===== src/hw/rtl/sbtp_pkg.sv =====
// Shared types and constants for the seven-bit text packer.
// Used by the group stage, the result drain buffer and the top level.
`default_nettype none

package sbtp_pkg;

  // Number of text bytes in one packed group.
  localparam int unsigned GROUP_SIZE = 8;

  // Result kind codes.
  localparam logic [1:0] KIND_DATA    = 2'd0;
  localparam logic [1:0] KIND_TRAILER = 2'd1;
  localparam logic [1:0] KIND_ERROR   = 2'd2;

  // A burst of results caused by one input word. Byte 0 goes out first;
  // the last result of the burst carries final_kind, the others are data.
  typedef struct packed {
    logic [GROUP_SIZE-1:0][7:0] bytes;
    logic [3:0]                 len;
    logic [1:0]                 final_kind;
  } burst_t;

endpackage

`default_nettype wire


===== src/hw/rtl/sbtp_group.sv =====
// Group stage of the seven-bit text packer: holds the unfilled group and the
// halt flag, and turns an accepted word that ends a group, ends the stream or
// is in error into a burst of results unless halted. Depends on sbtp_pkg.
`default_nettype none

module sbtp_group import sbtp_pkg::*; (
  input  wire logic       clk,
  input  wire logic       rst,
  input  wire logic       item_valid,
  output logic            item_stall,
  input  wire logic       kind,
  input  wire logic [7:0] data_byte,
  input  wire logic       load_ok,
  output logic            burst_load,
  output burst_t          burst
);

  logic [6:0] store [GROUP_SIZE-1];
  logic [2:0] group_count;
  logic       halted;

  logic       makes_burst;
  logic       accept;
  logic       is_error;
  logic       is_full;
  logic       do_store;

  // Classify the word at the input.
  assign is_error = !kind && data_byte[7];
  assign is_full  = !kind && !data_byte[7] && (group_count == 3'(GROUP_SIZE - 1));
  assign makes_burst = !halted && (kind || data_byte[7] || is_full);

  // Only a word that yields results has to wait for the drain buffer.
  assign item_stall = makes_burst && !load_ok;
  assign accept     = item_valid && !item_stall;
  assign burst_load = accept && makes_burst;
  assign do_store   = accept && !halted && !kind && !data_byte[7] && !is_full;

  // Build the burst: packed group, raw tail with trailer, or error.
  always_comb begin
    burst = '0;
    if (kind) begin
      for (int j = 0; j < GROUP_SIZE; j++) begin
        burst.bytes[j] = {5'd0, group_count};
      end
      for (int j = 0; j < GROUP_SIZE - 1; j++) begin
        if (3'(j) < group_count) begin
          burst.bytes[j] = {1'b0, store[j]};
        end
      end
      burst.len        = {1'b0, group_count} + 4'd1;
      burst.final_kind = KIND_TRAILER;
    end else if (data_byte[7]) begin
      burst.bytes[0]   = data_byte;
      burst.len        = 4'd1;
      burst.final_kind = KIND_ERROR;
    end else begin
      // The first byte's bits spread over the top bits of the other seven.
      for (int j = 0; j < GROUP_SIZE - 2; j++) begin
        burst.bytes[j] = {store[0][j], store[j+1]};
      end
      burst.bytes[GROUP_SIZE-2] = {store[0][GROUP_SIZE-2], data_byte[6:0]};
      burst.len        = 4'(GROUP_SIZE - 1);
      burst.final_kind = KIND_DATA;
    end
  end

  // Group bytes are written at the current fill position.
  always_ff @(posedge clk) begin
    for (int i = 0; i < GROUP_SIZE - 1; i++) begin
      if (do_store && group_count == 3'(i)) begin
        store[i] <= data_byte[6:0];
      end
    end
  end

  // Fill count and halt flag.
  always_ff @(posedge clk) begin
    if (rst) begin
      group_count <= '0;
      halted      <= 1'b0;
    end else if (accept) begin
      if (kind) begin
        group_count <= '0;
        halted      <= 1'b0;
      end else if (!halted) begin
        if (is_error) begin
          group_count <= '0;
          halted      <= 1'b1;
        end else if (is_full) begin
          group_count <= '0;
        end else begin
          group_count <= group_count + 3'd1;
        end
      end
    end
  end

endmodule

`default_nettype wire


===== src/hw/rtl/sbtp_drain.sv =====
// Result buffer of the seven-bit text packer: holds one burst and sends it
// out one word per cycle while result_stall is low. Depends on sbtp_pkg.
`default_nettype none

module sbtp_drain import sbtp_pkg::*; (
  input  wire logic       clk,
  input  wire logic       rst,
  input  wire logic       burst_load,
  input  wire burst_t     burst,
  output logic            load_ok,
  output logic            result_valid,
  input  wire logic       result_stall,
  output logic [1:0]      out_kind,
  output logic [7:0]      out_byte,
  output logic            last
);

  logic [GROUP_SIZE-1:0][7:0] shift_bytes;
  logic [3:0]                 remaining;
  logic [1:0]                 final_kind;
  logic                       pop;

  assign result_valid = (remaining != 4'd0);
  assign pop          = result_valid && !result_stall;
  assign load_ok      = (remaining == 4'd0) || (remaining == 4'd1 && !result_stall);

  // The head of the buffer is the current result word.
  assign out_byte = shift_bytes[0];
  assign last     = (remaining == 4'd1);
  assign out_kind = last ? final_kind : KIND_DATA;

  // Payload: load a new burst or shift toward the head.
  always_ff @(posedge clk) begin
    if (burst_load) begin
      shift_bytes <= burst.bytes;
      final_kind  <= burst.final_kind;
    end else if (pop) begin
      shift_bytes <= shift_bytes >> 8;
    end
  end

  // Count of results still to send.
  always_ff @(posedge clk) begin
    if (rst) begin
      remaining <= '0;
    end else if (burst_load) begin
      remaining <= burst.len;
    end else if (pop) begin
      remaining <= remaining - 4'd1;
    end
  end

endmodule

`default_nettype wire


===== src/hw/rtl/seven_bit_text_packer_top.sv =====
// Seven-bit text packer, top level. A data word that only fills the group is
// taken in every cycle; a word that ends a group, ends the stream or is in error
// waits only while more than one result of the prior burst is left, or a stalled
// last one. Its first result shows in the cycle after acceptance, then one per
// cycle unless stalled; eight inputs give seven results, so one byte per cycle
// holds. Synchronous reset empties the group, clears the halt flag and buffer.
`default_nettype none

module seven_bit_text_packer_top import sbtp_pkg::*; (
  input  wire logic       clk,
  input  wire logic       rst,
  input  wire logic       item_valid,
  output logic            item_stall,
  input  wire logic       kind,
  input  wire logic [7:0] data_byte,
  output logic            result_valid,
  input  wire logic       result_stall,
  output logic [1:0]      out_kind,
  output logic [7:0]      out_byte,
  output logic            last
);

  burst_t burst;
  logic   burst_load;
  logic   load_ok;

  // Group assembly and burst building.
  sbtp_group u_group (
    .clk        (clk),
    .rst        (rst),
    .item_valid (item_valid),
    .item_stall (item_stall),
    .kind       (kind),
    .data_byte  (data_byte),
    .load_ok    (load_ok),
    .burst_load (burst_load),
    .burst      (burst)
  );

  // Result buffer toward the output channel.
  sbtp_drain u_drain (
    .clk          (clk),
    .rst          (rst),
    .burst_load   (burst_load),
    .burst        (burst),
    .load_ok      (load_ok),
    .result_valid (result_valid),
    .result_stall (result_stall),
    .out_kind     (out_kind),
    .out_byte     (out_byte),
    .last         (last)
  );

endmodule

`default_nettype wire

===== config.mk =====
export PLATFORM = sky130hd
export DESIGN_NAME = seven_bit_text_packer_top
export DESIGN_NICKNAME = d
export VERILOG_FILES = /design/src/hw/rtl/sbtp_pkg.sv /design/src/hw/rtl/sbtp_group.sv /design/src/hw/rtl/sbtp_drain.sv /design/src/hw/rtl/seven_bit_text_packer_top.sv
export SDC_FILE = /design/constraint.sdc
export NUM_CORES = 1
export LEC_CHECK = 0
export CAP_MARGIN = 20
export CORE_ASPECT_RATIO = 0.8
export CORE_UTILIZATION = 55
export CTS_CLUSTER_DIAMETER = 150
export DETAILED_ROUTE_END_ITERATION = 7
export DONT_BUFFER_PORTS = 1
export PLACE_DENSITY = 0.78
export SYNTH_ARGS = -nofsm -noshare
export SYNTH_HDL_FRONTEND = slang
export SYNTH_HIERARCHICAL = 1
export SYNTH_SLANG_ARGS = --single-unit

===== constraint.sdc =====
create_clock -name clk -period 8.38 [get_ports clk]
set_input_delay 0.419 -clock clk [delete_from_list [all_inputs] [get_ports clk]]
set_output_delay 0.419 -clock clk [all_outputs]
set_load 0.01 [all_outputs]

==> out/summary.md, run 1 <==
Global-route wire length before repair: 17.1 mm. Setup repair after global routing left no endpoint under its margin. The initial core utilization is 56.5%. The run gives 0 as the number of pins with negative max-slew slack in the final report. Summed over all instances, the cell type with the most area after synthesis is sky130_fd_sc_hd__edfxtp_1. The cell area that synthesis handed to floorplanning was 0.00576 mm^2. Yosys mapped the design onto 44 distinct sky130hd cell types.

The analysis attributes to net switching a power of 622 uW. The actual transition at the worst max-transition pin was 0.898 ns; the clock period minus worst slack was 3.83 ns. Buffers inserted to repair hold after CTS numbered 0.

Along the worst path, the maximum fanout reaches 72. Entering global routing, the biggest net connects 73 pins. At the end of the flow the core is filled with cells to 63.0%. The clock network accounts for 33.7% of the total power. The congestion estimate from routability-driven global placement came to 0.806. After floorplanning, the core was divided into 33 placement rows. The total chip power came out at 2.27 mW. In this run the tightest slew margin relative to its limit is 40.1%.

TritonCTS built the clock tree. The async set-reset flop share out of synthesis is 0%, and the multi-input logic area is 0.00192 mm^2. The area added between synthesis and finish is 11.5%. The worst path uses 45.7% of the clock period. After detailed routing, the average wire length per cell comes to 18.6 um. The average vias per placed instance is 5.92. Once the clock tree was built, the resizer swapped 0 gates to a different size. The cell with the largest stage delay on the worst path is sky130_fd_sc_hd__buf_4.

The via count of the first global-routing pass was 3,285. Remaining number of nets flagged by the antenna check after routing: 0. After detailed routing, the total wire length is 10.5 mm. The upper clock frequency limit was 0.261 GHz. OpenSTA, run right after detailed placement, puts the worst setup slack at 4.58 ns.

The adder-cell area share of the yosys netlist was 1.30%; the count of buffers from port buffering was 0. The die is 93.5 um tall. For the sum of overflow across all layers after global routing, the log shows 0. The global routing usage summed across all routing layers is 21.4%.

Ranked by total cell area, the synthesized netlist is headed by sky130_fd_sc_hd__edfxtp_1, sky130_fd_sc_hd__mux2_1, sky130_fd_sc_hd__a22o_1, sky130_fd_sc_hd__dfxtp_1, sky130_fd_sc_hd__buf_4. The maximum buffer depth of the clock tree came out at 2. Number of enable-type register cells in the synthesized netlist: 115. In this run the horizontal extent of the chip is 116 um. At the worst endpoint, the required time is 8.42 ns. The analysis attributes to cell leakage a power of 2.32 nW. The die covers 0.0109 mm^2.

The post-route netlist has 11.4% of its cells at a drive strength greater than 1. For the final routed database, the setup TNS stands at 0 ns. The run gives 740 as the number of filler cells placed in the layout.

The worst min-delay path category is in -> reg. Across the run, the number of max-cap violations was 0. The detailed placer's ending HPWL was 6.51 mm. The number of antenna violations at the first check in global routing was 0.

On the worst path, the slowest cell contributes a delay of 0.71 ns. Once routing completed, OpenROAD measured the worst setup slack at 4.55 ns. In this run switching power makes up 27.4% of total power. The clock edge transition at the registers on the reported setup and hold paths was 0.05 ns; the setup skew after layout was 0.00812 ns. Synthesized area per cell: 13.7 um^2. The worst-case IR drop observed on VDD is 0.232 mV. The number of setup violations in the final report came out at 0.

The setup path with the least slack is of type reg -> reg. The element type at the critical path end was a flip-flop. The main combinational cell family by area after synthesis was multiplexers. Register bit total from synthesis: 123. For the area taken by flip-flops and latches, the log shows 0.00361 mm^2. STA classifies the critical path startpoint as a flip-flop. Ranked by instance count, the synthesized netlist is headed by sky130_fd_sc_hd__edfxtp_1, sky130_fd_sc_hd__mux2_1, sky130_fd_sc_hd__a22o_1, sky130_fd_sc_hd__nand2_1, sky130_fd_sc_hd__and2_1. The clock tree synthesis step divided the H-tree into 4 levels.

Multiplexer cells account for 12.5% of the synthesized area. Of the synthesized area, sequential elements account for 62.7%. The simple logic cell fraction of the synthesized area is 9.17%.

The later pin in the worst-skew pair is clocked with a latency of 0.41 ns. The total number of vias is 3,325, and the clock net sink count is 123. The power density over the cells came out at 353 mW/mm^2.

Walking the worst path, the cells encountered are inv_1 > ha_1 > nor3b_1 > a21o_1 > nand2_1 > nor3_2 > buf_4 > inv_2 > o21ai_4 > buf_4. Share of the synthesized area in the top cell type: 60.0%. By instance count, the leading cell after synthesis is sky130_fd_sc_hd__edfxtp_1.

The XOR/XNOR share of the synthesized area is 0%, and the total iterations of the first detailed-routing run is 4. The run gives 428 as the net total in the final layout. The flow ran to the end, and the final reports show no timing, DRC or antenna violations. The cell seen most often among critical-path stages was sky130_fd_sc_hd__buf_4. Synthesis handed over a netlist of 419 instances.

The number of warnings reported in the yosys synthesis log is 6, and the data arrival time of the worst path is 3.87 ns. The repair_antennas step left the layout with diodes totalling 0. The internal power of the cells totals 1.65 mW. The tools report the cell at the root of the clock tree as sky130_fd_sc_hd__clkbuf_16. In this run the post-CTS setup repair buffer count came out at 0. The most used flip-flop cell after synthesis was sky130_fd_sc_hd__edfxtp_1. For this block, the initial DRC count from the detailed router was 288. The number of clock buffers added by TritonCTS is 17.

Sequential cells burn 45.7% of the power. The synthesized netlist devotes 9.52% of its cell area to compound gates. After detailed routing, the number of remaining DRC violations is 0.

The logs give 0.0102 mm^2 for the floorplan core area and 0 for the final hold violation count. The power share of the combinational group was 20.6%; the count of boundary I/O pins was 26.
## cell families (layout without fill, tap and decap cells)
logic type | count (synthesis) | in the layout
mux | 65 | 65
fa+ha+maj | 6 | 6
buf+inv | 51 | 50
simple gates | 98 | 98
flops | 123 | 123
compound gates | 75 | 75
other cells | 1 | 5
## worst paths after layout
check                               startpoint                                end  slack [ns]  cells after the start
min                                        rst  u_drain/remaining[2]$_SDFFE_PP0P_        0.08                      1
max          u_drain/remaining[1]$_SDFFE_PP0P_  u_drain/shift_bytes[32]$_DFFE_PP_        4.55                     10
max reg2reg  u_drain/remaining[1]$_SDFFE_PP0P_  u_drain/shift_bytes[32]$_DFFE_PP_        4.55                     10
min reg2reg  u_drain/shift_bytes[47]$_DFFE_PP_  u_drain/shift_bytes[39]$_DFFE_PP_        0.52                      1
## sequential cells by signal, summed over array words and instances (netlist names)
signal and flops:
u_group/store 49, u_drain/remaining 4, u_drain/out_byte 8, u_drain/final_kind 2, u_drain/shift_bytes 56, u_group/group_count 3, u_group/halted 1
## stage by stage
stage          hold slack (ns)  area [um^2]  instances
6_report                0.0829         6420        562
5_1_grt                 0.0764         6420        562
4_1_cts                 0.0779         6400        561
3_5_place_dp             0.502         5780        529
3_3_place_gp             0.502         5780        529
2_1_floorplan            0.491         5770        423
## worst max-delay path, delay by kind of cell, from the launching register on
| family | cells | cell delay (ns) |
|---|---|---|
| AO/OA/AOI/OAI | 2 | 0.59 |
| buffers and inverters | 4 | 1.56 |
| flip-flops | 1 | 0.31 |
| AND/OR/NAND/NOR | 3 | 0.79 |
| adder cells (fa/ha/maj) | 1 | 0.15 |
## cell usage in the layout, fill, tap and decap left out, types with 4 or more instances in the layout
cell type / netlist / routed
sky130_fd_sc_hd__edfxtp_1: 115 / 115
sky130_fd_sc_hd__mux2_1: 56 / 56
sky130_fd_sc_hd__a22o_1: 33 / 33
sky130_fd_sc_hd__nand2_1: 30 / 30
sky130_fd_sc_hd__and2_1: 19 / 19
sky130_fd_sc_hd__clkbuf_16: 0 / 17
sky130_fd_sc_hd__nor2_1: 14 / 13
sky130_fd_sc_hd__o21ai_0: 13 / 12
sky130_fd_sc_hd__inv_1: 10 / 10
sky130_fd_sc_hd__o21ai_1: 10 / 10
sky130_fd_sc_hd__nand3_1: 8 / 8
sky130_fd_sc_hd__mux2i_1: 8 / 8
sky130_fd_sc_hd__dfxtp_1: 8 / 8
sky130_fd_sc_hd__clkinvlp_4: 0 / 6
sky130_fd_sc_hd__ha_1: 6 / 6
sky130_fd_sc_hd__nor2b_1: 6 / 6
sky130_fd_sc_hd__conb_1: 1 / 5
sky130_fd_sc_hd__bufinv_16: 0 / 4
sky130_fd_sc_hd__inv_2: 4 / 4
sky130_fd_sc_hd__nor3_1: 5 / 4
sky130_fd_sc_hd__and3_1: 4 / 4
sky130_fd_sc_hd__a21oi_1: 4 / 4
## power groups by stage
| stage | combinational [mW] | clock [mW] | sequential, mW |
|---|---|---|---|
| floorplan | 0.420 | 0 | 1.04 |
| global route | 0.519 | 0.800 | 1.06 |
| detailed placement | 0.465 | 0 | 1.05 |
| finish | 0.468 | 0.765 | 1.04 |
| CTS | 0.472 | 0.773 | 1.04 |
| global placement | 0.452 | 0 | 1.04 |
## metal layers
metal | track usage [%] | vias up | part of all wire [%]
li1 | - | 1542 | -
met1 | 28.2 | 1647 | 45
met2 | 33.0 | 118 | 48
met3 | 6.42 | 18 | 5.9
met4 | 8.44 | 0 | 1.5
met5 | 0 | - | 0
## layout make-up
cell class | count | area share (%)
clock buffer | 17 | 6.62
clock inverter | 15 | 3.08
inverter | 14 | 0.818
multi-input combinational | 249 | 29.8
sequential | 123 | 56.3
tap | 140 | 2.73
timing repair buffer | 4 | 0.662
Power figures use the tool's default switching activity.
==> run 2: changes to the inputs <==
- PLACE_DENSITY: 0.78 -> 0.81
- clock period: 8.38 -> 3.46 ns (I/O delays scaled with it)
==> run 2 against run 1 <==
  * Flip-flop and latch count stayed put
  * Via count is 4.0% higher
  * Clock skew is 0.0021 ns higher
  * Maximum frequency is 44% higher
  * Critical path depth is 4 lower
  * Sequential power is 140% higher
  * Worst hold slack worse by 0.063 ns
  * Power is 140% higher
  * Design area is 0.94% higher
  * Critical path type unchanged
  * Worst setup slack worse by 3.7 ns
  * Largest power group unchanged
  * First-iteration DRC count is 24% higher
==> out/summary.md, run 2 (synthesis gave the netlist of run 1 again) <==
The flow ran to the end, and the final reports show no timing, DRC or antenna violations. Launching point of the worst reg2reg path: u_group/group_count[0]$_SDFFE_PP0P_. Sequential share of power: 46.7% (+1.0 points). The run gives 358 (+24%) as the first-iteration detailed-routing DRC count. The maximum vdd ir drop was 0.451 mV (+94%); the count of boundary I/O pins was 26 (unchanged). The tools report the global-route wire length before repair as 18.0 mm (+5.1%). The average vias per placed instance was 6.03 (+1.9%). The critical path starts at u_group/group_count[0]$_SDFFE_PP0P_.

Die area: 0.0109 mm^2 (unchanged). The routability-driven placement congestion ratio is 0.798 (-0.99%), and the floorplan core area is 0.0102 mm^2 (unchanged). In the layout the commonest cells are sky130_fd_sc_hd__edfxtp_1, sky130_fd_sc_hd__mux2_1, sky130_fd_sc_hd__a22o_1, sky130_fd_sc_hd__nand2_1.

The fraction of final layout cells sized beyond drive strength 1 is 10.6% (-0.78 points). The path class of the tightest hold or removal check is in -> reg. The switching portion of total power works out to 28.1% (+0.69 points). STA classifies the critical path startpoint as a flip-flop.

The net total in the final layout came out at 440 (+2.8%). Required time reported for the critical path endpoint: 3.60 ns (-4.82 ns). Leakage power: 2.36 nW (+1.9%). The count of inserted antenna diode cells was 0 (unchanged); the remaining number of nets flagged by the antenna check after routing was 0 (unchanged).

The cell internal power dissipation was 3.87 mW (+130%); the via count of the first global-routing pass was 3,331 (+1.4%). Total iterations of the first detailed-routing run: 5 (+1). The global routing usage summed across all routing layers is 22.7% (+1.3 points). The upper clock frequency limit was 0.377 GHz (+44%); the number of max-cap violations was 0 (unchanged). For the count of standard-cell rows, the log shows 33 (unchanged).

The number of setup violations in the final report is 0 (unchanged), and the die extent in y is 93.5 um (unchanged). The number of cells traversed by the worst hold path works out to 3 (+2). Actual transition at the worst max-transition pin: 0.653 ns (-0.246 ns).

The slowest stage of the critical path is the sky130_fd_sc_hd__dfxtp_1 cell. The element type at the critical path end is a flip-flop. TritonCTS built the clock tree. The run gives 0 (unchanged) as the number of pins with negative max-slew slack in the final report.

The cell at the root of the clock tree is sky130_fd_sc_hd__clkbuf_16. The cell seen most often among critical-path stages was sky130_fd_sc_hd__ha_1. The run gives 0 (unchanged) as the final hold violation count. The total clock buffers created by CTS is 17 (unchanged). The start-to-end type of the worst setup path is reg -> reg. The clock edge transition at the registers on the reported setup and hold paths was 0.06 ns (about the same). The maximum number of pins on one net before global-route repair is 50 (-32%). Width of the die: 116 um (unchanged).

Setup repair after global routing left no endpoint under its margin. The number of flip-flops in the largest register is 56 (unchanged), and the clock period minus worst slack is 2.65 ns (-1.18 ns). The tools report the total wire length as 11.4 mm (+9.1%). The maximum net fanout on the critical path was 42 (-42%). The residual DRC count was 0 (unchanged). Number of antenna violations at the first check in global routing: 0 (unchanged). The run gives 123 (unchanged) as the clock net sink count. For the sum of overflow across all layers after global routing, the log shows 0 (unchanged). The library cell used most frequently in the layout, excluding fill and tap cells, is sky130_fd_sc_hd__edfxtp_1.

The detailed placer's ending HPWL is 6.52 mm (+0.18%), and the worst slew margin relative to its limit is 56.4% (+16 points). Data arrival time of the worst path: 2.80 ns (-1.07 ns). The power density over the cells is 829 mW/mm^2 (+130%), and the final sum of negative setup slack is 0 ns (unchanged). The maximum level of the CTS H-tree is 4 (unchanged), and the portion of total power attributed to the clock network is 30.0% (-3.7 points). The run gives 0.0102 ns (+0.00208 ns) as the setup skew after layout.

The register with the most flip-flops in the final layout is u_drain/shift_bytes. The critical path's largest stage delay was 0.64 ns (-0.07 ns); the number of cell instances on the worst register-to-register path was 6 (-4). Count of buffers from port buffering: 0 (unchanged). The worst hold path begins at data_byte[7]. The run gives 3,459 (+4.0%) as the total number of vias.

The tools report the initial core utilization as 56.5% (unchanged). The clock insertion delay at the later pin of the skew report was 0.41 ns (about the same). The path with the worst hold slack has its endpoint at u_group/group_count[1]$_SDFFE_PP0P_. For the power share of the combinational group, the log shows 23.3% (+2.7 points).

The worst hold margin came out at 0.0198 ns (-0.0632 ns). The maximum buffer depth of the clock tree came out at 2 (unchanged). Traced cell by cell, the critical path runs through ha_1 > ha_1 > nor3_1 > nor3_2 > buf_4 > mux2_1.

The area added between synthesis and finish works out to 12.6%. The wire length per cell works out to 19.9 um (+6.8%). The net switching power is 1.51 mW (+140%), and the fraction of the cycle the final worst path needs is 76.6% (+31 points). The run gives 732 (-1.1%) as the number of filler cells placed in the layout. The slack of the worst reg-to-reg path came out at 0.81 ns (-3.74 ns).

The endpoint identified for the worst register-to-register timing path is u_drain/out_byte[6]$_DFFE_PP_.
run 2: area by class of cell:
type | count | area [um^2] | area share, %
Clock buffer | 25 | 508 | 7.84
Multi-Input combinational cell | 249 | 1920 | 29.6
Inverter | 14 | 52.6 | 0.811
Tap cell | 140 | 175 | 2.70
Sequential cell | 123 | 3610 | 55.7
Timing Repair Buffer | 16 | 180 | 2.78
Clock inverter | 7 | 37.5 | 0.579
run 2: metal layers:
| metal | part of all wire [%] | global-route usage (%) |
|---|---|---|
| met2 | 48 | 34.1 |
| met4 | 0.73 | 7.16 |
| met1 | 46 | 31.9 |
| met5 | 0 | 0 |
| met3 | 5.9 | 6.35 |
run 2: how the worst max path moves through the flow:
stage                                            end  slack [ns]  cells after the start
2_1_floorplan          u_drain/out_byte[0]$_DFFE_PP_        0.22                     10
3_3_place_gp   u_drain/shift_bytes[56]$_SDFFCE_PN0P_        0.94                      7
3_5_place_dp           u_group/store[3][3]$_DFFE_PP_        0.84                      5
4_1_cts                u_drain/out_byte[6]$_DFFE_PP_        0.83                      6
5_1_grt                u_drain/out_byte[6]$_DFFE_PP_        0.62                      6
6_report               u_drain/out_byte[6]$_DFFE_PP_        0.81                      6
run 2: power groups by stage:
stage / registers (mW) / clock network, mW / logic, mW
after global routing: 2.55 / 1.69 / 1.37
after detailed placement: 2.55 / 0 / 1.18
after global placement: 2.52 / 0 / 1.13
after CTS: 2.52 / 1.63 / 1.21
final: 2.51 / 1.61 / 1.26
after floorplan: 2.46 / 0 / 1.02
run 2: worst max-delay path: cells and delay by family, from the launching register on:
kind                     cells  cell delay, ns
flip-flops                   1            0.64
buffers and inverters        1            0.52
adder cells (fa/ha/maj)      2            0.46
multiplexers                 1            0.39
AND/OR/NAND/NOR              2            0.35
run 2: repair_timing:
item                                    CTS  global route
endpoints found under the setup margin    0             0
endpoints found under the hold margin    58             0
buffers inserted                          0             0
hold buffers                              9             0
gates resized for setup                   0             0
run 2: metrics by stage:
step / instance area, um^2 / power (mW) / util, % / instances / setup WS [ns]
after floorplan: 5780 / 3.48 / - / 423 / 0.217
after global placement: 5810 / 3.65 / 56.9 / 531 / 0.942
after detailed placement: 5810 / 3.73 / 56.9 / 531 / 0.838
after CTS: 6440 / 5.36 / 63.2 / 572 / 0.828
after global routing: 6480 / 5.62 / 63.6 / 574 / 0.624
final: 6480 / 5.38 / 63.6 / 574 / 0.808
==> run 3: changes to the inputs <==
- clock period: 3.46 -> 2.32 ns (I/O delays scaled with it)
==> run 3 against run 2 <==
  * Critical path depth is 4 higher
  * Largest power group unchanged
  * Design area is 4.0% higher
  * Critical path type unchanged
  * Count of clock-buffer cells in the layout is 5 lower
  * Critical endpoint is now u_drain/shift_bytes[31]$_DFFE_PP_
==> out/summary.md, run 3 (synthesis gave the netlist of run 1 again) <==
The run gives 0.00951 ns (-0.000684 ns) as the setup skew after layout. The number of antenna violations at the first check in global routing was 0 (unchanged); the number of filler cells placed in the layout was 686 (-6.3%). The register containing the most flip-flops in the final layout is u_drain/shift_bytes. Maximum vdd ir drop: 0.928 mV (+110%). For the worst slew margin relative to its limit, the log shows 54.1% (-2.3 points). The run finished with clean final reports.

Clock edge transition at the registers on the reported setup and hold paths: 0.05 ns (about the same). The logs give 5 (unchanged) for the total iterations of the first detailed-routing run and 19.0 mm (+5.8%) for the global-route wire length before repair. The tools report the startpoint class of the critical path as a flip-flop.

The maximum level of the CTS H-tree came out at 4 (unchanged). The number of max-cap violations is 0 (unchanged). The run gives 3,590 (+3.8%) as the total number of vias. TritonCTS built the clock tree. The cell at the root of the clock tree is sky130_fd_sc_hd__clkbuf_16. The run gives 0.00361 mm^2 (about the same) as the area taken by flip-flops and latches.

The multi-input logic area was 0.00196 mm^2 (+2.2%); the final sum of negative setup slack was 0 ns (unchanged). The floorplan core area was 0.0102 mm^2 (unchanged). The run gives 0 (unchanged) as the number of setup violations in the final report. The width of the die was 116 um (unchanged); the number of pins with negative max-slew slack in the final report was 0 (unchanged). The slack of the critical path was 0.0985 ns (-0.710 ns); the residual DRC count was 0 (unchanged).

The number of flip-flops in the largest register is 56 (unchanged). For the met3 capacity usage during global routing, the log shows 7.65% (+1.3 points). The actual transition at the worst max-transition pin was 0.687 ns (+0.0341 ns); the fraction of the cycle the final worst path needs was 95.8% (+19 points). The net total in the final layout was 457 (+3.9%); the switching portion of total power was 28.0% (-0.084 points). The clock period minus worst slack is 2.22 ns (-0.430 ns), and the count of inserted antenna diode cells is 0 (unchanged). Maximum number of pins on one net before global-route repair: 36 (-28%). The data arrival time of the worst path is 2.32 ns (-0.48 ns).

For the leakage power, the log shows 2.47 nW (+4.4%). Leaving out fill and tap cells, the most frequent cells in the layout are sky130_fd_sc_hd__edfxtp_1, sky130_fd_sc_hd__mux2_1, sky130_fd_sc_hd__a22o_1, sky130_fd_sc_hd__nand2_1, sky130_fd_sc_hd__clkbuf_16. The initial core utilization was 56.5% (unchanged); the area added between synthesis and finish was 17.1%. The tools report the maximum buffer depth of the clock tree as 2 (unchanged). The logs give 26 (unchanged) for the count of boundary I/O pins and 2.42 ns (-1.18 ns) for the required time reported for the critical path endpoint.

The sequential share of power is 43.7% (-3.0 points). The run gives 0.0193 ns (-0.819 ns) as the post-placement setup slack. The critical path is of the reg -> reg type. The logs give 33 (unchanged) for the count of standard-cell rows and 24.4% (+1.7 points) for the global routing usage summed across all routing layers.

The run gives 622 (+74%) as the first-iteration detailed-routing DRC count. The clock insertion delay at the later pin of the skew report was 0.41 ns (about the same). The clock net sink count was 123 (unchanged); the met2 global-route usage was 37.5% (+3.4 points). The maximum net fanout on the critical path works out to 29 (-31%). The average vias per placed instance is 6.07 (+0.80%), and the die extent in y is 93.5 um (unchanged).

The tools report the sum of overflow across all layers after global routing as 0 (unchanged). Wire length per cell: 20.6 um (+3.7%). The via count of the first global-routing pass came out at 3,498 (+5.0%). The portion of total power attributed to the clock network was 28.4% (-1.6 points); the net switching power was 2.39 mW (+58%).

The logs give 17 (unchanged) for the total clock buffers created by CTS and 0.00598 mm^2 (+3.0%) for the cell area reported after detailed placement. For the finished layout cell area, the log shows 0.00674 mm^2 (+4.0%). The cell internal power dissipation came out at 6.14 mW (+59%). The die area was 0.0109 mm^2 (unchanged); the met1 layer usage reported by global route was 32.2% (+0.33 points). The final core area utilization was 66.1% (+2.5 points). The power density over the cells is 1260 mW/mm^2 (+52%). The worst min-delay path category is in -> reg. The library cell used most frequently in the layout, excluding fill and tap cells, is sky130_fd_sc_hd__edfxtp_1. The remaining number of nets flagged by the antenna check after routing is 0 (unchanged), and the count of buffers from port buffering is 0 (unchanged).

The run gives 0.450 GHz (+19%) as the upper clock frequency limit. The fraction of final layout cells sized beyond drive strength 1 works out to 14.0% (+3.4 points). The routability-driven placement congestion ratio came out at 0.846 (+6.1%). Peak-usage layer in the global routing report: met2. The final hold violation count came out at 0 (unchanged).

The total wire length was 12.2 mm (+6.8%); the power share of the combinational group was 27.9% (+4.6 points). STA classifies the critical path endpoint as a flip-flop. The tools report the detailed placer's ending HPWL as 7.17 mm (+10%).
run 3: changes by cell type in the layout (fill, tap and decap cells not counted), sizes merged:
| cell | previous run | this run |
|---|---|---|
| bufinv | 0 | 2 |
| buf | 7 | 18 |
| dlygate4sd3 | 9 | 13 |
| clkinv | 6 | 10 |
| clkbuf | 25 | 22 |
| clkinvlp | 1 | 0 |
run 3: timing repair:
| action | in CTS | in global routing |
|---|---|---|
| setup endpoints to repair | 0 | 140 |
| hold buffers | 13 | 0 |
| hold endpoints to repair | 60 | 0 |
| buffers inserted | 0 | 2 |
| gates resized for setup | 0 | 5 |
run 3: cell type report:
class	count	share of cell area [%]
clock buffer	20	6.48
clock inverter	12	1.56
inverter	14	0.817
multi-input combinational	249	29.0
sequential	123	53.6
tap	140	2.60
timing repair buffer	33	5.90
run 3: critical path, stage by stage (launching register included):
cell                      delay [ns]
sky130_fd_sc_hd__dfxtp_1        0.32
sky130_fd_sc_hd__inv_2          0.10
sky130_fd_sc_hd__ha_4           0.15
sky130_fd_sc_hd__nor3b_4        0.26
sky130_fd_sc_hd__a21o_1         0.14
sky130_fd_sc_hd__nand2_1        0.08
sky130_fd_sc_hd__nor3_4         0.19
sky130_fd_sc_hd__buf_6          0.18
sky130_fd_sc_hd__inv_4          0.06
sky130_fd_sc_hd__o21ai_4        0.16
sky130_fd_sc_hd__buf_12         0.26
run 3: layer usage:
layer,wire (um),up-vias
li1,-,1612
met1,5260,1771
met2,5780,187
met3,1010,20
met4,157,0
met5,0,-
run 3: worst paths after layout:
kind,cells past startpoint,slack (ns),end,from
max reg2reg,10,0.1,u_drain/shift_bytes[31]$_DFFE_PP_,u_drain/remaining[1]$_SDFFE_PP0P_
max,10,0.1,u_drain/shift_bytes[31]$_DFFE_PP_,u_drain/remaining[1]$_SDFFE_PP0P_
min,3,0.02,u_drain/remaining[0]$_SDFFE_PP0P_,kind
min reg2reg,1,0.52,u_drain/shift_bytes[52]$_DFFE_PP_,u_drain/shift_bytes[60]$_SDFFCE_PN0P_
run 3: per-stage QoR:
stage | hold WS, ns | power [mW] | std cells
after global routing | 0.0239 | 8.91 | 591
final | 0.0177 | 8.52 | 591
after detailed placement | 0.195 | 5.83 | 541
after floorplan | 0.181 | 5.26 | 423
after CTS | 0.00269 | 8.31 | 586
after global placement | 0.191 | 5.70 | 541
run 3: power by group through the flow:
stage	Combinational (mW)	Sequential, mW	Clock [mW]
6_report	2.37	3.73	2.42
5_1_grt	2.56	3.80	2.54
4_1_cts	2.11	3.73	2.46
3_5_place_dp	2.05	3.77	0
3_3_place_gp	1.97	3.73	0
2_1_floorplan	1.60	3.66	0
